$ cat config.mk
export PLATFORM = sky130hd
export DESIGN_NAME = kat_entry_update
export DESIGN_NICKNAME = d
export VERILOG_FILES = /design/src/rtl/kat_pkg.sv /design/src/rtl/kat_entry_update.sv
export SDC_FILE = /design/constraint.sdc
export NUM_CORES = 1
export LEC_CHECK = 0
export ABC_AREA = 1
export BUFFER_PORTS_ARGS = -buffer_cell sky130_fd_sc_hd__clkbuf_2
export CAP_MARGIN = 15
export CORE_MARGIN = 2
export CORE_UTILIZATION = 30
export DETAILED_ROUTE_END_ITERATION = 7
export PLACE_DENSITY = 0.59
export SYNTH_ARGS = -nofsm -noshare
export SYNTH_HDL_FRONTEND = slang
export SYNTH_SLANG_ARGS = --single-unit
$ cat constraint.sdc
create_clock -name vclk -period 9.7
set_input_delay 0.485 -clock vclk [all_inputs]
set_output_delay 0.485 -clock vclk [all_outputs]
set_load 0.005 [all_outputs]
$ cat src/rtl/kat_pkg.sv
package kat_pkg;

    localparam int NUM_KEYS = 256;
    localparam int KEY_W    = $clog2(NUM_KEYS);
    localparam int TIME_W   = 32;
    localparam int CFG_W    = 16;

    localparam logic [CFG_W-1:0] DELAY_RESET    = CFG_W'(400);
    localparam logic [CFG_W-1:0] INTERVAL_RESET = CFG_W'(16);

    // configuration register indexes
    localparam logic [1:0] REG_DELAY    = 2'd0;
    localparam logic [1:0] REG_INTERVAL = 2'd1;

    typedef enum logic [1:0] {
        OP_EVENT = 2'd0,
        OP_TICK  = 2'd1,
        OP_QUERY = 2'd2,
        OP_NONE  = 2'd3
    } op_t;

    typedef struct packed {
        logic type_pulse;
        logic repeating;
        logic changed;
        logic down;
    } flags_t;

    typedef struct packed {
        flags_t              flags;
        logic [TIME_W-1:0]   change_time;
        logic [TIME_W-1:0]   typed_time;
    } entry_t;

    typedef struct packed {
        logic key_down;
        logic key_pressed;
        logic key_released;
        logic should_type;
    } result_t;

endpackage

$ cat src/rtl/kat_entry_update.sv
module kat_entry_update
    import kat_pkg::*;
(
    input  entry_t             cur_entry,
    input  logic               is_tick,
    input  logic               level,
    input  logic [TIME_W-1:0]  now,
    input  logic [CFG_W-1:0]   repeat_delay,
    input  logic [CFG_W-1:0]   repeat_interval,
    output entry_t             new_entry
);

    logic [TIME_W-1:0] base_time;
    logic [CFG_W-1:0]  threshold;
    logic [TIME_W-1:0] elapsed;
    logic              due;
    flags_t            f;

    // one subtract serves both the initial delay and the repeat interval
    assign base_time = cur_entry.flags.repeating ? cur_entry.typed_time : cur_entry.change_time;
    assign threshold = cur_entry.flags.repeating ? repeat_interval : repeat_delay;
    assign elapsed   = now - base_time;
    assign due       = elapsed >= {{(TIME_W-CFG_W){1'b0}}, threshold};
    assign f         = cur_entry.flags;

    always_comb begin
        new_entry = cur_entry;
        if (!is_tick) begin
            new_entry.flags            = '0;
            new_entry.flags.type_pulse = f.type_pulse;
            new_entry.flags.down       = level;
            new_entry.flags.changed    = level != f.down;
            new_entry.change_time      = now;
        end else if (!f.down) begin
            new_entry.flags = '0;
        end else begin
            priority if (f.type_pulse) begin
                // pulse lasts one frame
                new_entry.flags.type_pulse = 1'b0;
            end else if (f.changed) begin
                new_entry.flags.repeating  = 1'b0;
                new_entry.flags.type_pulse = 1'b1;
                new_entry.typed_time       = now;
            end else if (due) begin
                new_entry.flags.repeating  = 1'b1;
                new_entry.flags.type_pulse = 1'b1;
                new_entry.typed_time       = now;
            end else begin
                // not due yet: hold without a pulse
                new_entry.flags.type_pulse = 1'b0;
            end
            new_entry.flags.changed = 1'b0;
        end
    end

endmodule

==> results of run 1 <==
[cell type report]
class,instances,share of cell area [%]
Inverter,131,9.03
Multi-Input combinational cell,646,68.1
Tap cell,180,4.14
Timing Repair Buffer,203,18.7
[layout by cell type, fill, tap and decap left out]
cell type / count
nand2_4: 1
buf_4: 1
nor2_4: 2
nand3_4: 1
o21ai_0: 5
mux2_2: 30
and3_1: 1
a21oi_2: 1
xor2_1: 14
buf_2: 1
mux2i_1: 44
xnor2_1: 3
nor2_1: 45
o31ai_1: 1
clkbuf_2: 201
nand4_1: 5
nand2_1: 332
o21bai_1: 3
nand2_2: 5
and2_1: 1
nor3_1: 5
nor2_2: 3
o21ai_1: 1
ha_1: 49
nand3_1: 53
or2_2: 1
inv_1: 122
fa_1: 1
inv_2: 9
a211oi_1: 1
a21oi_1: 30
nand3b_1: 5
nor3_2: 2
or2_1: 1
[critical path: cells and delay by family]
family                   cells  cell delay [ns]
buffers and inverters        7             1.31
XOR/XNOR                     1             0.18
adder cells (fa/ha/maj)      2             0.68
AO/OA/AOI/OAI                3             0.34
AND/OR/NAND/NOR             13             2.12
[routing by layer]
metal / up-vias / wire length, um / GRT usage, %
met4: 0 / 148 / 2.06
met3: 10 / 672 / 0.458
met1: 2304 / 6250 / 22.3
li1: 2873 / - / -
met5: - / 0 / 0
met2: 149 / 6860 / 35.4
[cell families after synthesis]
family	share of synthesized area (%)
AO/OA/AOI/OAI	5.28
XOR/XNOR	3.47
adder cells (fa/ha/maj)	14.8
buffers and inverters	13.7
multiplexers	18.1
AND/OR/NAND/NOR	44.6
[worst min path at each step]
stage | endpoint | cells after the start | slack (ns)
3_3_place_gp | new_entry[5] | 4 | 1.25
2_1_floorplan | new_entry[0] | 2 | 1.06
6_report | new_entry[8] | 4 | 1.25
3_5_place_dp | new_entry[14] | 4 | 1.25
4_1_cts | new_entry[14] | 4 | 1.25
5_1_grt | new_entry[8] | 4 | 1.26
[through the flow]
stage                     hold WS (ns)  area [um2]  worst slack, ns
after floorplan                   1.06        4290             5.16
after global placement            1.25        5440             4.07
after detailed placement          1.25        5440             4.03
after CTS                         1.25        5440             4.00
after global routing              1.26        5440             3.52
final                             1.25        5440             4.09
[report_power, final]
group	switching (mW)	internal, mW
logic	0.202	0.142
registers	0	0
clock network	0	0
==> reports/qor.txt, run 1 <==
Status -> completed
Critical path arrival -> 5.13 ns
Num sequential -> 0
Netlist cell types -> 35
First-pass detailed-route iteration total -> 5
I/O Buffers -> 202
Share of layout cells above drive strength 1 -> 26.3%
Area of the multi-input gates -> 0.00371 mm2
Area growth syn-to-layout -> 26.9%
Largest net degree at the start of global routing -> 50
Mapped Area -> 0.00429 mm2
Pwr Total -> 0.344 mW
Critical Path Fanout Max -> 49
Max Clk Rate -> 178 MHz
Post-Route WL -> 13900 um
Setup crit start kind -> input pin
Gpl congestion -> 0.891
Endpoints failing hold -> 0
Max Cap Viol -> 0
DP Cell Count -> 1160
Synth Warn # -> 0
Part of the cycle the worst path needs -> 57.8%
Worst Tran Pin Value -> 0.976 ns
Critical Path RT -> 9.22 ns
Die Span Y -> 124 um
Util after Layout -> 39.1%
Final Slew Violations -> 0
Synthesized instance count -> 796
Die X-Extent -> 124 um
Routed wire per std cell -> 12.0 um
Most repeated library cell on the critical path -> nand2_1
Class of the worst hold path -> input pin to output pin
Most frequent cell after synthesis -> nand2_1
Maximum vdd drop -> 17.8 uV
Routed Antenna Nets -> 0
Nets -> 1166
Final setup vio count -> 0
Pleak -> 3.55 nW
Diodes inserted -> 0
Remaining DRCs -> 0
Yosys top cell area share -> 29.1%
Vias in the first global route -> 5166
Core ar. -> 0.0139 mm2
Total vias in the final route -> 5336
Slowest cell on crit path -> buf_4
Initial antenna violation count -> 0
I/O pin count -> 202
Source of the worst hold timing path -> cur_entry[8]
# Post-CTS Setup Buffers -> 0
Critical path type -> input pin to output pin
First-pass GRT wire length -> 23000 um
Vias/cell -> 4.60
Top post-synthesis cells by area -> nand2_1, ha_1, inv_1, mux2i_1, mux2_2
Full die area -> 0.0153 mm2
Finished Layout Cells -> 1160
Remaining global-route overflow -> 0
1st-iter DRT viols -> 218
Synth area leader -> nand2_1
Slew headroom -> 34.9%
Power Density -> 63.1 mW/mm2
Critical Path Sink -> new_entry[9]
Post-synth top cells -> nand2_1, inv_1, nand3_1
Syn_nets -> 980
Post-synthesis sequential area ratio -> 0%
Core Rows -> 43
Post-DP HPWL -> 12000 um
Starting density of the core -> 30.8%
Post-route setup TNS -> 0 ns
Cts hold-fix bufs -> 0
Minimum clock period after layout -> 5.61 ns
Clock buffers -> 0
Layout fillers -> 1629
Register area -> 0 um2
Crit. Startpoint -> cur_entry[66]
Mean Syn Cell Area -> 5.39 um2
Total GRT Usage -> 18.0%
Crit path largest cell delay -> 0.61 ns
Post-CTS sizing -> 0
Type of element capturing the critical path -> output pin
RSZ-0062 raised after global routing -> no
(Power assumes the default switching activity.)
==> inputs of run 2 (changes only) <==
- PLACE_DENSITY: 0.59 -> 0.61
- clock period: 9.7 -> 5.11 ns (I/O delays scaled with it)
==> run 2 against run 1 <==
Sequential share of layout area is the same. Count of clock-buffer cells in the layout is the same. Critical path depth shrank 2. Core utilization grew 0.14 points. Largest cell class unchanged. Combinational power grew 92%. Flip-flop and latch count is the same. Critical path type unchanged.
==> reports/qor.txt, run 2 (synthesis results as in run 1) <==
Num sequential -> 0 (unchanged)
Nets -> 1167 (was 1166)
Core ar. -> 0.0139 mm2 (unchanged)
Post-DP Area -> 0.00546 mm2 (was 0.00544 mm2)
Remaining DRCs -> 0 (unchanged)
Setup crit start kind -> input pin (unchanged)
Area growth syn-to-layout -> 27.4% (was 26.9%)
Type of element capturing the critical path -> output pin (unchanged)
Post-DP HPWL -> 12100 um (was 12000 um)
Slew headroom -> 32.8% (was 34.9%)
Post-CTS sizing -> 0 (unchanged)
Max Clk Rate -> 226 MHz
1st-iter DRT viols -> 205 (was 218)
Largest net degree at the start of global routing -> 49 (was 50)
Cts hold-fix bufs -> 0 (unchanged)
Clock buffers -> 0 (unchanged)
Commonest cells after routing, fill and taps aside -> nand2_1, clkbuf_2, inv_1 (unchanged)
Worst Tran Pin Value -> 1.01 ns (was 0.976 ns)
Hold depth -> 4 (unchanged)
Critical path arrival -> 4.16 ns (was 5.13 ns)
Vias in the first global route -> 4852 (was 5166)
Post-Route WL -> 14100 um (was 13900 um)
Core Rows -> 43 (unchanged)
Initial antenna violation count -> 0 (unchanged)
Maximum vdd drop -> 41.9 uV (was 17.8 uV)
Final Slew Violations -> 0 (unchanged)
Final Cell Area -> 0.00546 mm2 (was 0.00544 mm2)
Status -> completed (unchanged)
Pleak -> 3.56 nW (was 3.55 nW)
RSZ-0062 raised after global routing -> no (unchanged)
Die X-Extent -> 124 um (unchanged)
# Post-CTS Setup Buffers -> 0 (unchanged)
I/O pin count -> 202 (unchanged)
Power Density -> 121 mW/mm2 (was 63.1 mW/mm2)
First-pass detailed-route iteration total -> 4 (was 5)
I/O Buffers -> 202 (unchanged)
Minimum clock period after layout -> 4.42 ns
Worst hold slack -> 0.787 ns (was 1.25 ns)
Class of the worst hold path -> input pin to output pin (unchanged)
Area of the multi-input gates -> 0.00371 mm2 (unchanged)
Total vias in the final route -> 5296 (was 5336)
First-pass GRT wire length -> 22200 um (was 23000 um)
Layout fillers -> 1603 (was 1629)
Starting density of the core -> 30.8% (unchanged)
Critical Path Fanout Max -> 48 (was 49)
Util after Layout -> 39.2% (was 39.1%)
Total GRT Usage -> 17.7% (was 18.0%)
Die Span Y -> 124 um (unchanged)
Full die area -> 0.0153 mm2 (unchanged)
Register area -> 0 um2 (unchanged)
Dpl ws -> 0.657 ns (was 4.03 ns)
Post-route setup TNS -> 0 ns (unchanged)
Endpoints failing hold -> 0 (unchanged)
Source of the worst hold timing path -> cur_entry[16] (was cur_entry[8])
Final setup vio count -> 0 (unchanged)
Routed wire per std cell -> 12.1 um (was 12.0 um)
Critical Path RT -> 4.85 ns (was 9.22 ns)
Final Worst Setup Slack -> 0.694 ns (was 4.09 ns)
Crit. Startpoint -> cur_entry[66] (unchanged)
Most common cell after layout, fill and taps aside -> nand2_1 (unchanged)
Routed Antenna Nets -> 0 (unchanged)
Hold Path End -> new_entry[16] (was new_entry[8])
Remaining global-route overflow -> 0 (unchanged)
Gpl congestion -> 0.891 (about the same)
Diodes inserted -> 0 (unchanged)
Part of the cycle the worst path needs -> 86.4%
Share of layout cells above drive strength 1 -> 26.4% (was 26.3%)
Critical path type -> input pin to output pin (unchanged)
Vias/cell -> 4.56 (was 4.60)
Max Cap Viol -> 0 (unchanged)
## run 2: changes by cell type in the layout (fill, tap and decap cells not counted), sizes merged
cell / delta
buf: +1
## run 2: area by class of cell
type	instances	area share (%)
repair buffers	204	19.0
multi-input cells	646	67.9
well taps	180	4.12
inverters	131	9.00
## run 2: worst max path at each step
stage	endpoint	slack, ns
6_report	new_entry[9]	0.69
3_5_place_dp	new_entry[12]	0.66
5_1_grt	new_entry[5]	0.33
3_3_place_gp	new_entry[17]	0.73
4_1_cts	new_entry[12]	0.64
2_1_floorplan	new_entry[10]	1.03
## run 2: report_power, final
part | switching (mW) | internal [mW]
sequential | 0 | 0
combinational | 0.388 | 0.271
clock | 0 | 0
total | 0.388 | 0.271
## run 2: metrics by stage
step                instances  power, mW
global placement         1161      0.657
detailed placement       1161      0.662
floorplan                 796      0.446
global route             1161      0.763
finish                   1161      0.659
CTS                      1161      0.666
## run 2: layer usage
metal | vias to the layer above | share of wire [%] | global-route usage, %
met2 | 136 | 49 | 34.5
met5 | - | 0 | 0
li1 | 2876 | - | -
met3 | 6 | 4.6 | 0.641
met1 | 2278 | 46 | 22.3
met4 | 0 | 0.55 | 0.994
## run 2: critical path, stage by stage
cell,delay (ns)
buf_2,0.12
buf_12,0.21
o21ai_0,0.33
inv_1,0.10
fa_1,0.44
inv_1,0.13
nand2_1,0.07
nand3_1,0.12
nand2_1,0.08
nand2_1,0.18
xor2_1,0.26
ha_1,0.27
inv_1,0.08
o31ai_1,0.07
nor2_1,0.10
nand2_1,0.05
nor2_1,0.09
nand2_1,0.07
a21oi_2,0.17
nand3_4,0.25
nand2_4,0.40
nand2_1,0.10
nand2_1,0.08
clkbuf_2,0.11
==> inputs of run 3 (changes only) <==
--- a/config.mk
+++ b/config.mk
@@ -9,8 +9,9 @@
 export BUFFER_PORTS_ARGS = -buffer_cell sky130_fd_sc_hd__clkbuf_2
 export CAP_MARGIN = 15
+export CORE_ASPECT_RATIO = 1.75
 export CORE_MARGIN = 2
 export CORE_UTILIZATION = 30
 export DETAILED_ROUTE_END_ITERATION = 7
-export PLACE_DENSITY = 0.61
+export PLACE_DENSITY_LB_ADDON = 0.15
 export SYNTH_ARGS = -nofsm -noshare
 export SYNTH_HDL_FRONTEND = slang
==> constraint.sdc (replaced) <==
create_clock -name vclk -period 5.11
set_input_delay 0.7665 -clock vclk [all_inputs]
set_output_delay 0.7665 -clock vclk [all_outputs]
set_load 0.005 [all_outputs]
==> run 3 against run 2 <==
Global-route usage grew 2.0 points. Core utilization rose by 2.5 points. Die area grew 0.24%. Critical path depth unchanged. Sequential share of layout area is the same. Hold slack improved by 1.0 ns. Total power up 8.6%. Largest cell class unchanged. Largest power group unchanged.
==> reports/qor.txt, run 3 (synthesis results as in run 1) <==
Cts hold-fix bufs -> 0 (unchanged)
I/O pin count -> 202 (unchanged)
Slowest cell on crit path -> ha_1 (was fa_1)
Reg power frac -> 0% (about the same)
Class of the worst hold path -> input pin to output pin (unchanged)
Minimum clock period after layout -> 4.85 ns (was 4.42 ns)
Critical Path RT -> 4.34 ns (was 4.85 ns)
Diodes inserted -> 0 (unchanged)
Final setup vio count -> 0 (unchanged)
Max Cap Viol -> 0 (unchanged)
Met3 Wirelength -> 412 um (was 645 um)
Crit path cell chain -> buf_6 -> buf_12 -> mux2i_2 -> ha_1 -> buf_4 -> nand2_1 -> nand2_1 -> inv_1 -> nand2_1 -> nand2_1 -> nand3b_1 -> xor2_1 -> ha_1 -> inv_1 -> nor3_1 -> a211oi_1 -> nand2_1 -> a21oi_2 -> nand3_4 -> nand2_8 -> clkbuf_16 -> nand2_1 -> nand2_1 -> clkbuf_2 (was buf_2 -> buf_12 -> o21ai_0 -> inv_1 -> fa_1 -> inv_1 -> nand2_1 -> nand3_1 -> nand2_1 -> nand2_1 -> xor2_1 -> ha_1 -> inv_1 -> o31ai_1 -> nor2_1 -> nand2_1 -> nor2_1 -> nand2_1 -> a21oi_2 -> nand3_4 -> nand2_4 -> nand2_1 -> nand2_1 -> clkbuf_2)
Total vias in the final route -> 5338 (was 5296)
Endpoints failing hold -> 0 (unchanged)
Slew headroom -> 34.3% (was 32.8%)
Switching part of the total -> 57.9% (was 58.9%)
Util after Layout -> 41.7% (was 39.2%)
Post-Route WL -> 16200 um (was 14100 um)
Layout fillers -> 1667 (was 1603)
Num sequential -> 0 (unchanged)
Part of the cycle the worst path needs -> 94.9% (was 86.4%)
Total GRT Usage -> 19.6% (was 17.7%)
Maximum vdd drop -> 44.4 uV (was 41.9 uV)
Share of layout cells above drive strength 1 -> 30.0% (was 26.4%)
1st-iter DRT viols -> 121 (was 205)
Pwr Total -> 0.715 mW (was 0.659 mW)
Crit path largest cell delay -> 0.28 ns (was 0.44 ns)
Area of the multi-input gates -> 0.00382 mm2 (was 0.00371 mm2)
Remaining global-route overflow -> 0 (unchanged)
Status -> completed (unchanged)
Wl on met1 -> 5560 um (was 6480 um)
Worst path top cell family by delay -> simple AND/OR/NAND/NOR gates (unchanged)
Core ar. -> 0.0139 mm2 (about the same)
Part of the power in the clock network -> 0% (about the same)
WL met2 -> 9880 um (was 6860 um)
Routed Antenna Nets -> 0 (unchanged)
Internal power -> 0.301 mW (was 0.271 mW)
Die X-Extent -> 94.4 um (was 124 um)
Most common cell after layout, fill and taps aside -> nand2_1 (unchanged)
Setup crit start kind -> input pin (unchanged)
Vias/cell -> 4.54 (was 4.56)
Largest net degree at the start of global routing -> 38 (was 49)
WP buf/inv -> 7 (was 6)
Routed wire per std cell -> 13.8 um (was 12.1 um)
Initial antenna violation count -> 0 (unchanged)
Gpl congestion -> 0.885 (was 0.891)
Post-route setup TNS -> 0 ns (unchanged)
Max Clk Rate -> 206 MHz (was 226 MHz)
Post-DP HPWL -> 13800 um (was 12100 um)
I/O Buffers -> 202 (unchanged)
First-pass detailed-route iteration total -> 4 (unchanged)
Clock buffers -> 0 (unchanged)
Register area -> 0 um2 (unchanged)
First-pass GRT wire length -> 24200 um (was 22200 um)
Die Span Y -> 162 um (was 124 um)
Top Metal Used -> met4 (unchanged)
Starting density of the core -> 30.8% (about the same)
Nets -> 1186 (was 1167)
Full die area -> 0.0153 mm2 (about the same)
Worst Tran Pin Value -> 0.983 ns (was 1.01 ns)
Vias in the first global route -> 5142 (was 4852)
Pleak -> 3.69 nW (was 3.56 nW)
Final Slew Violations -> 0 (unchanged)
Power Density -> 123 mW/mm2 (was 121 mW/mm2)
Commonest cells after routing, fill and taps aside -> nand2_1, clkbuf_2, inv_1 (unchanged)
Combinational group share of total power -> 100.0% (about the same)
Critical path type -> input pin to output pin (unchanged)
Critical path arrival -> 4.08 ns (was 4.16 ns)
Type of element capturing the critical path -> output pin (unchanged)
Core Rows -> 57 (was 43)
Final Cell Area -> 0.00579 mm2 (was 0.00546 mm2)
Area growth syn-to-layout -> 35.1% (was 27.4%)
Post-DP Area -> 0.00555 mm2 (was 0.00546 mm2)
Remaining DRCs -> 0 (unchanged)
Net Sw Power -> 0.414 mW (was 0.388 mW)
Critical Path Fanout Max -> 9 (was 48)
Most repeated library cell on the critical path -> nand2_1 (unchanged)
## run 3: changes by cell type in the layout (fill, tap and decap cells not counted), sizes merged
cell    previous run  this run
clkbuf           201       204
buf                3        19
## run 3: final cells by class
cell class	count	area share (%)
multi-input combinational	646	65.9
timing repair buffer	223	21.8
inverter	131	8.49
tap	177	3.82
## run 3: path summary, 6_finish.rpt
check             slack [ns]             to  cells past startpoint          start
setup / recovery        0.26   new_entry[3]                     24  cur_entry[66]
hold / removal          1.81  new_entry[18]                      4  cur_entry[18]
## run 3: per-layer routing
layer  vias to the layer above  track usage (%)
met2                       110             44.2
met5                         -                0
met1                      2290             18.6
met3                        22            0.232
li1                       2916                -
met4                         0             3.56
## run 3: power groups by stage
stage	logic (mW)	clock network (mW)	registers (mW)
after global placement	0.682	0	0
after detailed placement	0.685	0	0
final	0.715	0	0
after floorplan	0.446	0	0
after global routing	0.810	0	0
after CTS	0.688	0	0
## run 3: metrics by stage
stage                     std cells  worst slack [ns]  hold WS [ns]
final                          1177             0.263          1.81
after detailed placement       1168            0.0673          1.81
after floorplan                 796           0.00732          1.62
after CTS                      1168            0.0472          1.81
after global routing           1177          -0.00861          1.83
after global placement         1168            0.0716          1.81
## run 3: tightest hold or removal path, stage by stage
cell      delay [ns]
clkbuf_2        0.09
nand2_1         0.05
nand2_1         0.04
clkbuf_2        0.10
## run 3: repair_timing
action | 4_1_cts | 5_1_grt
gates resized for setup | 0 | 32
setup buffers | 0 | 6
setup endpoints to repair | 0 | 33
